$ cat src/hbn_pkg.sv
// ----------------------------------------------------------------------------
// hbn_pkg
// shared types, widths and codes of the histogram bin normalizer
// ----------------------------------------------------------------------------
package hbn_pkg;

  localparam int NUM_BINS = 64;
  localparam int BIN_W    = $clog2(NUM_BINS);

  localparam int LEN_W    = 16;
  localparam int WGT_W    = 24;
  localparam int CNT_W    = 32;
  localparam int IDX_O_W  = 6;
  localparam int CTR_O_W  = 17;
  localparam int FRAC_W   = 17;

  localparam int Q_W      = 17;
  localparam int STEP_W   = $clog2(Q_W + 1);
  localparam int PROD_W   = BIN_W + LEN_W;
  localparam int CTR_W    = BIN_W + LEN_W + 1;

  localparam logic [FRAC_W-1:0]  FRAC_ONE   = FRAC_W'(65536);
  localparam logic [CTR_O_W-1:0] CENTER_MAX = '1;

  localparam logic CMD_ADD    = 1'b0;
  localparam logic CMD_FINISH = 1'b1;

  localparam int ADDR_W = 4;
  localparam logic [1:0] REG_LEN_MIN  = 2'd0;
  localparam logic [1:0] REG_LEN_MAX  = 2'd1;
  localparam logic [1:0] REG_BIN_SIZE = 2'd2;

  localparam logic [LEN_W-1:0] LEN_MIN_RST  = LEN_W'(100);
  localparam logic [LEN_W-1:0] LEN_MAX_RST  = LEN_W'(1000);
  localparam logic [LEN_W-1:0] BIN_SIZE_RST = LEN_W'(5);

  typedef struct packed {
    logic ld_sample;
    logic div_idx;
    logic chk;
    logic upd;
    logic scan_init;
    logic idx_inc;
    logic div_frac;
    logic emit;
    logic emit_empty;
  } hbn_cmd_t;

  typedef struct packed {
    logic in_range;
    logic div_done;
    logic idx_ovf;
    logic cur_touched;
    logic any_touched;
    logic last_bin;
    logic out_free;
  } hbn_sts_t;

endpackage

$ cat src/hbn_div.sv
// ----------------------------------------------------------------------------
// hbn_div
// restoring divider, one quotient bit per cycle, fixed number of steps
// ----------------------------------------------------------------------------
module hbn_div
  import hbn_pkg::*;
(
  input  logic             clk_i,
  input  logic             rst_ni,
  input  logic             start_i,
  input  logic [CNT_W-1:0] rem_i,
  input  logic [Q_W-1:0]   bits_i,
  input  logic [CNT_W-1:0] dvs_i,
  output logic             busy_o,
  output logic [Q_W-1:0]   quo_o
);

  logic              busy_q, busy_d;
  logic [STEP_W-1:0] step_q, step_d;
  logic [CNT_W-1:0]  rem_q, rem_d;
  logic [Q_W-1:0]    bits_q, bits_d;
  logic [CNT_W-1:0]  dvs_q, dvs_d;
  logic [Q_W-1:0]    quo_q, quo_d;
  logic [CNT_W:0]    trial;
  logic [CNT_W:0]    diff;
  logic              qbit;

  always_comb begin
    trial  = {rem_q, bits_q[Q_W-1]};
    diff   = trial - {1'b0, dvs_q};
    qbit   = (trial >= {1'b0, dvs_q});
    busy_d = busy_q;
    step_d = step_q;
    rem_d  = rem_q;
    bits_d = bits_q;
    dvs_d  = dvs_q;
    quo_d  = quo_q;
    if (start_i) begin
      busy_d = 1'b1;
      step_d = '0;
      rem_d  = rem_i;
      bits_d = bits_i;
      dvs_d  = dvs_i;
      quo_d  = '0;
    end else if (busy_q) begin
      rem_d  = qbit ? diff[CNT_W-1:0] : trial[CNT_W-1:0];
      bits_d = {bits_q[Q_W-2:0], 1'b0};
      quo_d  = {quo_q[Q_W-2:0], qbit};
      step_d = step_q + STEP_W'(1);
      if (step_q == STEP_W'(Q_W - 1)) begin
        busy_d = 1'b0;
      end
    end
  end

  always_ff @(posedge clk_i or negedge rst_ni) begin
    if (!rst_ni) begin
      busy_q <= 1'b0;
      step_q <= '0;
    end else begin
      busy_q <= busy_d;
      step_q <= step_d;
    end
  end

  always_ff @(posedge clk_i) begin
    rem_q  <= rem_d;
    bits_q <= bits_d;
    dvs_q  <= dvs_d;
    quo_q  <= quo_d;
  end

  assign busy_o = busy_q;
  assign quo_o  = quo_q;

endmodule

$ cat src/hbn_dpath.sv
// ----------------------------------------------------------------------------
// hbn_dpath
// bin store, totals, divider and output register of the normalizer
// ----------------------------------------------------------------------------
module hbn_dpath
  import hbn_pkg::*;
(
  input  logic                 clk_i,
  input  logic                 rst_ni,
  input  hbn_cmd_t             cmd_i,
  output hbn_sts_t             sts_o,
  input  logic [LEN_W-1:0]     len_min_i,
  input  logic [LEN_W-1:0]     len_max_i,
  input  logic [LEN_W-1:0]     bin_size_i,
  input  logic [LEN_W-1:0]     sample_length_i,
  input  logic [WGT_W-1:0]     sample_weight_i,
  input  logic                 out_ready_i,
  output logic                 out_valid_o,
  output logic [IDX_O_W-1:0]   bin_index_o,
  output logic [CTR_O_W-1:0]   bin_center_o,
  output logic [CNT_W-1:0]     bin_total_o,
  output logic [FRAC_W-1:0]    fraction_o,
  output logic                 empty_res_o,
  output logic                 overflow_o,
  output logic                 last_o
);

  logic [CNT_W-1:0]    mem [NUM_BINS];
  logic [CNT_W-1:0]    rdata_q;

  logic [LEN_W-1:0]    len_q;
  logic [WGT_W-1:0]    wgt_q;
  logic [BIN_W-1:0]    idx_q, idx_d;
  logic [NUM_BINS-1:0] touched_q, touched_d;
  logic [CNT_W-1:0]    total_q, total_d;
  logic                ovf_q, ovf_d;

  logic                out_valid_q, out_valid_d;
  logic [IDX_O_W-1:0]  oidx_q;
  logic [CTR_O_W-1:0]  octr_q;
  logic [CNT_W-1:0]    ocnt_q;
  logic [FRAC_W-1:0]   frac_q;
  logic                empty_q;
  logic                oovf_q;
  logic                last_q;

  logic [LEN_W-1:0]    bs_eff;
  logic [LEN_W-1:0]    diff;
  logic                div_start;
  logic [CNT_W-1:0]    div_rem;
  logic [Q_W-1:0]      div_bits;
  logic [CNT_W-1:0]    div_dvs;
  logic                div_busy;
  logic [Q_W-1:0]      quo;
  logic [CNT_W-1:0]    cnt_eff;
  logic [CNT_W:0]      cnt_sum;
  logic [CNT_W:0]      tot_sum;
  logic [CNT_W-1:0]    new_cnt;
  logic [CNT_W-1:0]    new_total;
  logic [PROD_W-1:0]   prod;
  logic [CTR_W-1:0]    ctr_sum;
  logic [CTR_O_W-1:0]  center;
  logic [FRAC_W-1:0]   frac;
  logic [NUM_BINS-1:0] above;
  logic                out_free;
  logic                clear;

  assign bs_eff    = (bin_size_i == '0) ? LEN_W'(1) : bin_size_i;
  assign diff      = len_q - len_min_i;
  assign div_start = cmd_i.div_idx | cmd_i.div_frac;
  assign div_rem   = cmd_i.div_idx ? '0 : {1'b0, rdata_q[CNT_W-1:1]};
  assign div_bits  = cmd_i.div_idx ? {1'b0, diff} : {rdata_q[0], {(Q_W-1){1'b0}}};
  assign div_dvs   = cmd_i.div_idx ? {{(CNT_W-LEN_W){1'b0}}, bs_eff} : total_q;

  hbn_div u_div (
    .clk_i   (clk_i),
    .rst_ni  (rst_ni),
    .start_i (div_start),
    .rem_i   (div_rem),
    .bits_i  (div_bits),
    .dvs_i   (div_dvs),
    .busy_o  (div_busy),
    .quo_o   (quo)
  );

  always_comb begin
    cnt_eff   = touched_q[idx_q] ? rdata_q : '0;
    cnt_sum   = {1'b0, cnt_eff} + (CNT_W+1)'(wgt_q);
    tot_sum   = {1'b0, total_q} + (CNT_W+1)'(wgt_q);
    new_cnt   = cnt_sum[CNT_W] ? '1 : cnt_sum[CNT_W-1:0];
    new_total = tot_sum[CNT_W] ? '1 : tot_sum[CNT_W-1:0];
    prod      = PROD_W'(idx_q) * PROD_W'(bs_eff);
    ctr_sum   = CTR_W'(len_min_i) + CTR_W'(prod) + CTR_W'(bs_eff >> 1);
    center    = (ctr_sum > CTR_W'(CENTER_MAX)) ? CENTER_MAX : ctr_sum[CTR_O_W-1:0];
    if (total_q == '0) begin
      frac = '0;
    end else if (quo > FRAC_ONE) begin
      frac = FRAC_ONE;
    end else begin
      frac = quo;
    end
    for (int k = 0; k < NUM_BINS; k++) begin
      above[k] = (BIN_W'(k) > idx_q);
    end
  end

  assign out_free = !out_valid_q || out_ready_i;
  assign clear    = (cmd_i.emit && sts_o.last_bin) || cmd_i.emit_empty;

  assign sts_o.in_range    = (len_q >= len_min_i) && (len_q < len_max_i);
  assign sts_o.div_done    = !div_busy;
  assign sts_o.idx_ovf     = (quo >= Q_W'(NUM_BINS));
  assign sts_o.cur_touched = touched_q[idx_q];
  assign sts_o.any_touched = |touched_q;
  assign sts_o.last_bin    = ~|(touched_q & above);
  assign sts_o.out_free    = out_free;

  always_comb begin
    idx_d       = idx_q;
    touched_d   = touched_q;
    total_d     = total_q;
    ovf_d       = ovf_q;
    out_valid_d = out_valid_q;
    if (out_ready_i) begin
      out_valid_d = 1'b0;
    end
    if (cmd_i.emit || cmd_i.emit_empty) begin
      out_valid_d = 1'b1;
    end
    if (cmd_i.chk) begin
      if (sts_o.idx_ovf) begin
        ovf_d = 1'b1;
      end else begin
        idx_d = quo[BIN_W-1:0];
      end
    end
    if (cmd_i.scan_init) begin
      idx_d = '0;
    end
    if (cmd_i.idx_inc) begin
      idx_d = idx_q + BIN_W'(1);
    end
    if (cmd_i.upd) begin
      touched_d[idx_q] = 1'b1;
      total_d          = new_total;
    end
    if (clear) begin
      touched_d = '0;
      total_d   = '0;
    end
  end

  always_ff @(posedge clk_i or negedge rst_ni) begin
    if (!rst_ni) begin
      idx_q       <= '0;
      touched_q   <= '0;
      total_q     <= '0;
      ovf_q       <= 1'b0;
      out_valid_q <= 1'b0;
    end else begin
      idx_q       <= idx_d;
      touched_q   <= touched_d;
      total_q     <= total_d;
      ovf_q       <= ovf_d;
      out_valid_q <= out_valid_d;
    end
  end

  always_ff @(posedge clk_i) begin
    if (cmd_i.upd) begin
      mem[idx_q] <= new_cnt;
    end
    rdata_q <= mem[idx_q];
  end

  always_ff @(posedge clk_i) begin
    if (cmd_i.ld_sample) begin
      len_q <= sample_length_i;
      wgt_q <= sample_weight_i;
    end
    if (cmd_i.emit) begin
      oidx_q  <= IDX_O_W'(idx_q);
      octr_q  <= center;
      ocnt_q  <= rdata_q;
      frac_q  <= frac;
      empty_q <= 1'b0;
      oovf_q  <= ovf_q;
      last_q  <= sts_o.last_bin;
    end else if (cmd_i.emit_empty) begin
      oidx_q  <= '0;
      octr_q  <= '0;
      ocnt_q  <= '0;
      frac_q  <= '0;
      empty_q <= 1'b1;
      oovf_q  <= ovf_q;
      last_q  <= 1'b1;
    end
  end

  assign out_valid_o  = out_valid_q;
  assign bin_index_o  = oidx_q;
  assign bin_center_o = octr_q;
  assign bin_total_o  = ocnt_q;
  assign fraction_o   = frac_q;
  assign empty_res_o  = empty_q;
  assign overflow_o   = oovf_q;
  assign last_o       = last_q;

  a_empty_is_last: assert property (@(posedge clk_i) disable iff (!rst_ni)
    out_valid_q && empty_q |-> last_q)
    else $error("empty result without last");

  a_frac_bound: assert property (@(posedge clk_i) disable iff (!rst_ni)
    out_valid_q |-> frac_q <= FRAC_ONE)
    else $error("fraction above one");

  a_cnt_le_total: assert property (@(posedge clk_i) disable iff (!rst_ni)
    cmd_i.upd |-> new_cnt <= new_total)
    else $error("bin count exceeds total");

  a_clear_done: assert property (@(posedge clk_i) disable iff (!rst_ni)
    clear |=> (touched_q == '0) && (total_q == '0))
    else $error("store not cleared after finish");

endmodule

$ cat src/hbn_ctrl.sv
// ----------------------------------------------------------------------------
// hbn_ctrl
// sequencer for sample loading and the finish scan
// ----------------------------------------------------------------------------
module hbn_ctrl
  import hbn_pkg::*;
(
  input  logic     clk_i,
  input  logic     rst_ni,
  input  logic     in_valid_i,
  input  logic     cmd_i,
  output logic     in_ready_o,
  input  hbn_sts_t sts_i,
  output hbn_cmd_t cmd_o
);

  typedef enum logic [3:0] {
    S_IDLE,
    S_PREP,
    S_DIV,
    S_CHK,
    S_RD,
    S_UPD,
    S_SCAN,
    S_FRD,
    S_FDIV,
    S_EMIT,
    S_EMPTY
  } state_e;

  state_e state_q, state_d;

  always_comb begin
    state_d    = state_q;
    cmd_o      = '0;
    in_ready_o = 1'b0;
    case (state_q)
      S_IDLE: begin
        in_ready_o = 1'b1;
        if (in_valid_i) begin
          if (cmd_i == CMD_ADD) begin
            cmd_o.ld_sample = 1'b1;
            state_d         = S_PREP;
          end else if (sts_i.any_touched) begin
            cmd_o.scan_init = 1'b1;
            state_d         = S_SCAN;
          end else begin
            state_d = S_EMPTY;
          end
        end
      end
      S_PREP: begin
        if (sts_i.in_range) begin
          cmd_o.div_idx = 1'b1;
          state_d       = S_DIV;
        end else begin
          state_d = S_IDLE;
        end
      end
      S_DIV: begin
        if (sts_i.div_done) begin
          state_d = S_CHK;
        end
      end
      S_CHK: begin
        cmd_o.chk = 1'b1;
        state_d   = sts_i.idx_ovf ? S_IDLE : S_RD;
      end
      S_RD: begin
        state_d = S_UPD;
      end
      S_UPD: begin
        cmd_o.upd = 1'b1;
        state_d   = S_IDLE;
      end
      S_SCAN: begin
        if (sts_i.cur_touched) begin
          state_d = S_FRD;
        end else begin
          cmd_o.idx_inc = 1'b1;
        end
      end
      S_FRD: begin
        cmd_o.div_frac = 1'b1;
        state_d        = S_FDIV;
      end
      S_FDIV: begin
        if (sts_i.div_done) begin
          state_d = S_EMIT;
        end
      end
      S_EMIT: begin
        if (sts_i.out_free) begin
          cmd_o.emit = 1'b1;
          if (sts_i.last_bin) begin
            state_d = S_IDLE;
          end else begin
            cmd_o.idx_inc = 1'b1;
            state_d       = S_SCAN;
          end
        end
      end
      S_EMPTY: begin
        if (sts_i.out_free) begin
          cmd_o.emit_empty = 1'b1;
          state_d          = S_IDLE;
        end
      end
      default: begin
        state_d = S_IDLE;
      end
    endcase
  end

  always_ff @(posedge clk_i or negedge rst_ni) begin
    if (!rst_ni) begin
      state_q <= S_IDLE;
    end else begin
      state_q <= state_d;
    end
  end

  a_div_settled: assert property (@(posedge clk_i) disable iff (!rst_ni)
    (state_q == S_CHK || state_q == S_EMIT) |-> sts_i.div_done)
    else $error("divider busy when result used");

  a_emit_free: assert property (@(posedge clk_i) disable iff (!rst_ni)
    (cmd_o.emit || cmd_o.emit_empty) |-> sts_i.out_free)
    else $error("result loaded over pending item");

  a_scan_hit: assert property (@(posedge clk_i) disable iff (!rst_ni)
    (state_q == S_FRD) |-> sts_i.cur_touched)
    else $error("scan stopped on untouched bin");

endmodule

$ cat src/histogram_bin_normalizer_top.sv
// A sample item (cmd 0) passes a capture and range check, a 17-step
// restoring division of the offset by the bin width that holds the
// sequencer, then a read and a saturating write of the single-port bin
// store. Items outside the length range return after the range check, bins
// beyond the store after the division. A finish item (cmd 1) walks the bin
// indexes one per cycle; each touched bin holds the walk while the same
// divider computes its Q1.16 share of the total and during any wait on the
// output side. One result is held in an output register, so the next item is
// taken while the last result waits. An empty finish returns a single result
// flagged empty_res. No clearing pass is needed after reset.
// ----------------------------------------------------------------------------
// histogram_bin_normalizer_top
// weighted length histogram with normalized bin output
// ----------------------------------------------------------------------------
module histogram_bin_normalizer_top
  import hbn_pkg::*;
(
  input  logic               clk_i,
  input  logic               rst_ni,
  input  logic               psel,
  input  logic               penable,
  input  logic               pwrite,
  input  logic [ADDR_W-1:0]  paddr,
  input  logic [31:0]        pwdata,
  output logic [31:0]        prdata,
  output logic               pready,
  input  logic               in_valid_i,
  output logic               in_ready_o,
  input  logic               cmd_i,
  input  logic [LEN_W-1:0]   sample_length_i,
  input  logic [WGT_W-1:0]   sample_weight_i,
  output logic               out_valid_o,
  input  logic               out_ready_i,
  output logic [IDX_O_W-1:0] bin_index_o,
  output logic [CTR_O_W-1:0] bin_center_o,
  output logic [CNT_W-1:0]   bin_total_o,
  output logic [FRAC_W-1:0]  fraction_o,
  output logic               empty_res_o,
  output logic               overflow_o,
  output logic               last_o
);

  logic [LEN_W-1:0] len_min_q;
  logic [LEN_W-1:0] len_max_q;
  logic [LEN_W-1:0] bin_size_q;
  logic             wr_en;
  logic [1:0]       reg_sel;
  hbn_cmd_t         cmd;
  hbn_sts_t         sts;

  assign pready  = 1'b1;
  assign reg_sel = paddr[ADDR_W-1:2];
  assign wr_en   = psel && penable && pwrite && pready;

  always_ff @(posedge clk_i or negedge rst_ni) begin
    if (!rst_ni) begin
      len_min_q  <= LEN_MIN_RST;
      len_max_q  <= LEN_MAX_RST;
      bin_size_q <= BIN_SIZE_RST;
    end else if (wr_en) begin
      case (reg_sel)
        REG_LEN_MIN:  len_min_q  <= pwdata[LEN_W-1:0];
        REG_LEN_MAX:  len_max_q  <= pwdata[LEN_W-1:0];
        REG_BIN_SIZE: bin_size_q <= pwdata[LEN_W-1:0];
        default: begin
        end
      endcase
    end
  end

  always_comb begin
    case (reg_sel)
      REG_LEN_MIN:  prdata = {{(32-LEN_W){1'b0}}, len_min_q};
      REG_LEN_MAX:  prdata = {{(32-LEN_W){1'b0}}, len_max_q};
      REG_BIN_SIZE: prdata = {{(32-LEN_W){1'b0}}, bin_size_q};
      default:      prdata = '0;
    endcase
  end

  hbn_ctrl u_ctrl (
    .clk_i      (clk_i),
    .rst_ni     (rst_ni),
    .in_valid_i (in_valid_i),
    .cmd_i      (cmd_i),
    .in_ready_o (in_ready_o),
    .sts_i      (sts),
    .cmd_o      (cmd)
  );

  hbn_dpath u_dpath (
    .clk_i           (clk_i),
    .rst_ni          (rst_ni),
    .cmd_i           (cmd),
    .sts_o           (sts),
    .len_min_i       (len_min_q),
    .len_max_i       (len_max_q),
    .bin_size_i      (bin_size_q),
    .sample_length_i (sample_length_i),
    .sample_weight_i (sample_weight_i),
    .out_ready_i     (out_ready_i),
    .out_valid_o     (out_valid_o),
    .bin_index_o     (bin_index_o),
    .bin_center_o    (bin_center_o),
    .bin_total_o     (bin_total_o),
    .fraction_o      (fraction_o),
    .empty_res_o     (empty_res_o),
    .overflow_o      (overflow_o),
    .last_o          (last_o)
  );

endmodule

$ cat config.mk
export PLATFORM = sky130hd
export DESIGN_NAME = histogram_bin_normalizer_top
export DESIGN_NICKNAME = d
export VERILOG_FILES = /design/src/hbn_pkg.sv /design/src/hbn_div.sv /design/src/hbn_dpath.sv /design/src/hbn_ctrl.sv /design/src/histogram_bin_normalizer_top.sv
export SDC_FILE = /design/constraint.sdc
export NUM_CORES = 2
export LEC_CHECK = 0
export ABC_AREA = 1
export BUFFER_PORTS_ARGS = -buffer_cell sky130_fd_sc_hd__buf_2
export CAP_MARGIN = 15
export CELL_PAD_IN_SITES_DETAIL_PLACEMENT = 0
export CELL_PAD_IN_SITES_GLOBAL_PLACEMENT = 1
export CORE_ASPECT_RATIO = 0.75
export CORE_UTILIZATION = 45
export DETAILED_ROUTE_END_ITERATION = 8
export PLACE_DENSITY_LB_ADDON = 0.1
export SETUP_SLACK_MARGIN = 0.4
export SLEW_MARGIN = 25
export SYNTH_ARGS = -nofsm -noshare
export SYNTH_HDL_FRONTEND = slang
export SYNTH_SLANG_ARGS = --single-unit
$ cat constraint.sdc
create_clock -name clk_i -period 16.1 [get_ports clk_i]
set_clock_uncertainty 0.2 [all_clocks]
set_input_delay 0 -clock clk_i [delete_from_list [all_inputs] [get_ports clk_i]]
set_output_delay 0 -clock clk_i [all_outputs]
set_load 0.01 [all_outputs]
==> impl_metrics.json <==
{
  "r2r_start": "u_dpath.idx_q[1]",
  "via_count": 70682,
  "drive_gt1_frac": 0.101,
  "cts_inserted_buffers": 241,
  "ys_seq_area_frac": 0.698,
  "area_growth_pct": 13.4,
  "hold_depth": 5,
  "synthArstFlopShare": 0.0660,
  "timing.setup.tns_ns": 0,
  "nFillCells": 19921,
  "clk_latency_ns": 0.92,
  "cts_setup_buffers": 0,
  "root_buffer": "clkbuf_16",
  "ios": 194,
  "leakagePower_uw": 0.0432,
  "fin_ws_ns": 7.69,
  "syn_avg_cell_area_um2": 12.5,
  "grt_setup_unrepaired": "false",
  "globalplace.congestion": 0.906,
  "setup_violations": 0,
  "worstMarginPinSlew_ns": 1.10,
  "dpl_cell_area_um2": 109000,
  "place_ws_ns": 7.80,
  "place_hpwl_mm": 202,
  "status": "finished clean",
  "overflow": 0,
  "synthCells": 8308,
  "nNetsFinal": 8968,
  "period_share": 0.522,
  "endpoint_kind": "register",
  "peakVddDrop_mv": 0.436,
  "syn-cell-area_um2": 104000,
  "postLayoutCoreUtil": 0.514,
  "final_common_cell": "edfxtp_1",
  "reg2reg_depth": 26,
  "grt_antenna_before_repair": 30,
  "cts_tree": "built",
  "crit_path_max_fanout": 64,
  "die_y_um": 418,
  "criticalPathCategory": "register to register",
  "clock-sinks": 2455,
  "period_minus_slack_ns": 8.41,
  "final_cell_mix": "2243 x edfxtp_1, 1778 x nand2_1, 695 x inv_1, 411 x nor2_1, 335 x o21ai_0",
  "drtAntennaViolNets": 0,
  "initial_core_util": 0.453,
  "fin_total_pwr_uw": 28000,
  "powerDensity_nw_per_um2": 238,
  "die_w_um": 557,
  "relSlewSlack": 0.268,
  "drc_errors": 0,
  "rrSetupSlack_ns": 7.69,
  "die_area_um2": 233000,
  "rr_endpoint": "u_dpath.mem[4][14]",
  "placement_rows": 152,
  "synthFlopType": "edfxtp_1",
  "fmax_mhz": 119,
  "hold_path_class": "input pin to register",
  "drv_cap": 0,
  "hold_violations": 0,
  "cts_max_path_buffers": 4,
  "core_region_area_um2": 229000,
  "clk_pin_slew_worst_paths_ns": 0.06,
  "ctsHtreeMaxLevel": 4,
  "firstDrtPassIters": 8,
  "synth_cell_type_count": 63,
  "ys_ff_latch": 2455,
  "synth_edf_count": 2243,
  "yosysWarnings": 0,
  "grt_max_degree": 104,
  "min_to": "u_dpath.idx_q[0]",
  "worstPathRequired_ns": 16.46,
  "grtUsageTotal": 0.303,
  "grt_pass1_vias": 66603,
  "min_from": "in_valid_i",
  "design_area_um2": 118000,
  "drtIter0Drc": 8937,
  "cp-start-kind": "register",
  "grt_pass1_wl_mm": 500,
  "routed_wl_mm": 358,
  "slew_viol_final": 0,
  "portBuffers": 158,
  "cp.arrival_ns": 8.77,
  "routedWlPerCell_um": 30.1,
  "avgViaCountPerCell": 5.94
}
metal layers:
layer	share of wire	GRT usage
met1	0.45	0.470
met2	0.43	0.441
met3	0.099	0.0572
met4	0.023	0.0684
met5	0	0
area by class of cell:
type / count / area, um2 / share of cell area
Clock buffer: 327 / 6590 / 0.0560
Tap cell: 3080 / 3850 / 0.0327
Multi-Input combinational cell: 4739 / 27700 / 0.235
Sequential cell: 2455 / 72400 / 0.615
Antenna cell: 7 / 17.5 / 0.000149
Timing Repair Buffer: 484 / 3670 / 0.0312
Inverter: 713 / 2710 / 0.0230
Clock inverter: 103 / 739 / 0.00628
critical path, stage by stage (launching register included):
cell and delay, ns:
dfrtp_2 0.79, buf_4 0.44, nand2_4 0.15, nor2_4 0.70, buf_4 0.70, nand2_1 0.10
nand2_1 0.09, nor2_1 0.05, nand2_1 0.06, nand2_1 0.05, nand2_1 0.10, nor2_1 0.07
nand2_2 0.21, nand2_4 0.31, nor2_1 0.19, ha_1 0.22, inv_1 0.09, fa_1 0.41
o21ai_1 0.25, a21boi_0 0.23, o21ai_1 0.39, nand4_1 0.13, nand3_1 0.36, nand4_2 0.42
buf_4 0.45, nand3_2 0.12, buf_4 0.56
synthesized netlist by cell type, types with 51 or more instances:
cell type | instances | area (um2)
a221oi_1 | 242 | 2120
dfrtp_1 | 151 | 3780
nor2_1 | 475 | 1780
buf_2 | 88 | 440
a22o_1 | 154 | 1350
nand4_1 | 239 | 1500
nand3_1 | 224 | 1120
nand2_1 | 1803 | 6770
a22oi_1 | 166 | 1250
a31oi_1 | 54 | 338
o21ai_0 | 336 | 1680
nor4_1 | 51 | 319
clkbuf_1 | 241 | 905
ha_1 | 160 | 2000
fa_1 | 90 | 1800
a21oi_1 | 299 | 1500
nor3_1 | 53 | 265
inv_1 | 696 | 2610
edfxtp_1 | 2243 | 67400
sequential cells by signal, summed over array words and instances, names as in the netlist, 17 cells and up:
| register | flops |
|---|---|
| u_dpath.bin_center_o | 17 |
| u_dpath.bin_total_o | 32 |
| u_dpath.fraction_o | 17 |
| u_dpath.mem | 2048 |
| u_dpath.rdata_q | 32 |
| u_dpath.total_q | 32 |
| u_dpath.touched_q | 64 |
| u_dpath.u_div.bits_q | 17 |
| u_dpath.u_div.dvs_q | 32 |
| u_dpath.u_div.quo_o | 17 |
| u_dpath.u_div.rem_q | 32 |
| u_dpath.wgt_q | 24 |
worst max path at each step:
stage / startpoint / endpoint / slack (ns)
finish: u_dpath.idx_q[1] / u_dpath.mem[4][14] / 7.69
global route: u_dpath.idx_q[1] / u_dpath.mem[12][14] / 7.35
CTS: u_dpath.idx_q[1] / u_dpath.mem[4][17] / 7.75
detailed placement: u_dpath.idx_q[1] / u_dpath.mem[4][17] / 7.80
global placement: u_dpath.idx_q[1] / u_dpath.mem[11][8] / 7.78
floorplan: u_dpath.idx_q[5] / u_dpath.bin_center_o[6] / 10.03
report_power, final:
group / internal [uW] / switching [uW] / total, uW
clock network: 2980 / 2420 / 5400
logic: 2750 / 8980 / 11700
registers: 10400 / 424 / 10800
total: 16100 / 11800 / 28000
logic make-up after synthesis:
kind of cell    after synthesis  share of synthesized area
flops                      2455                      0.698
buf+inv                    1129                     0.0438
simple gates               2926                      0.119
fa+ha+maj                   250                     0.0366
xor+xnor                     90                    0.00759
other cells                   2                  0.0000723
compound gates             1456                     0.0949
per-stage QoR:
step                hold WS, ns  instances
floorplan                -0.496       8323
global placement         -0.145      11337
detailed placement       -0.146      11337
CTS                      0.0107      11899
global route              0.122      11905
finish                   0.0663      11908
timing repair:
| item | in CTS | in global routing |
|---|---|---|
| hold buffers | 132 | 2 |
| endpoints found under the hold margin | 394 | 28 |
| gates resized for setup | 0 | 0 |
(Power assumes the default switching activity.)
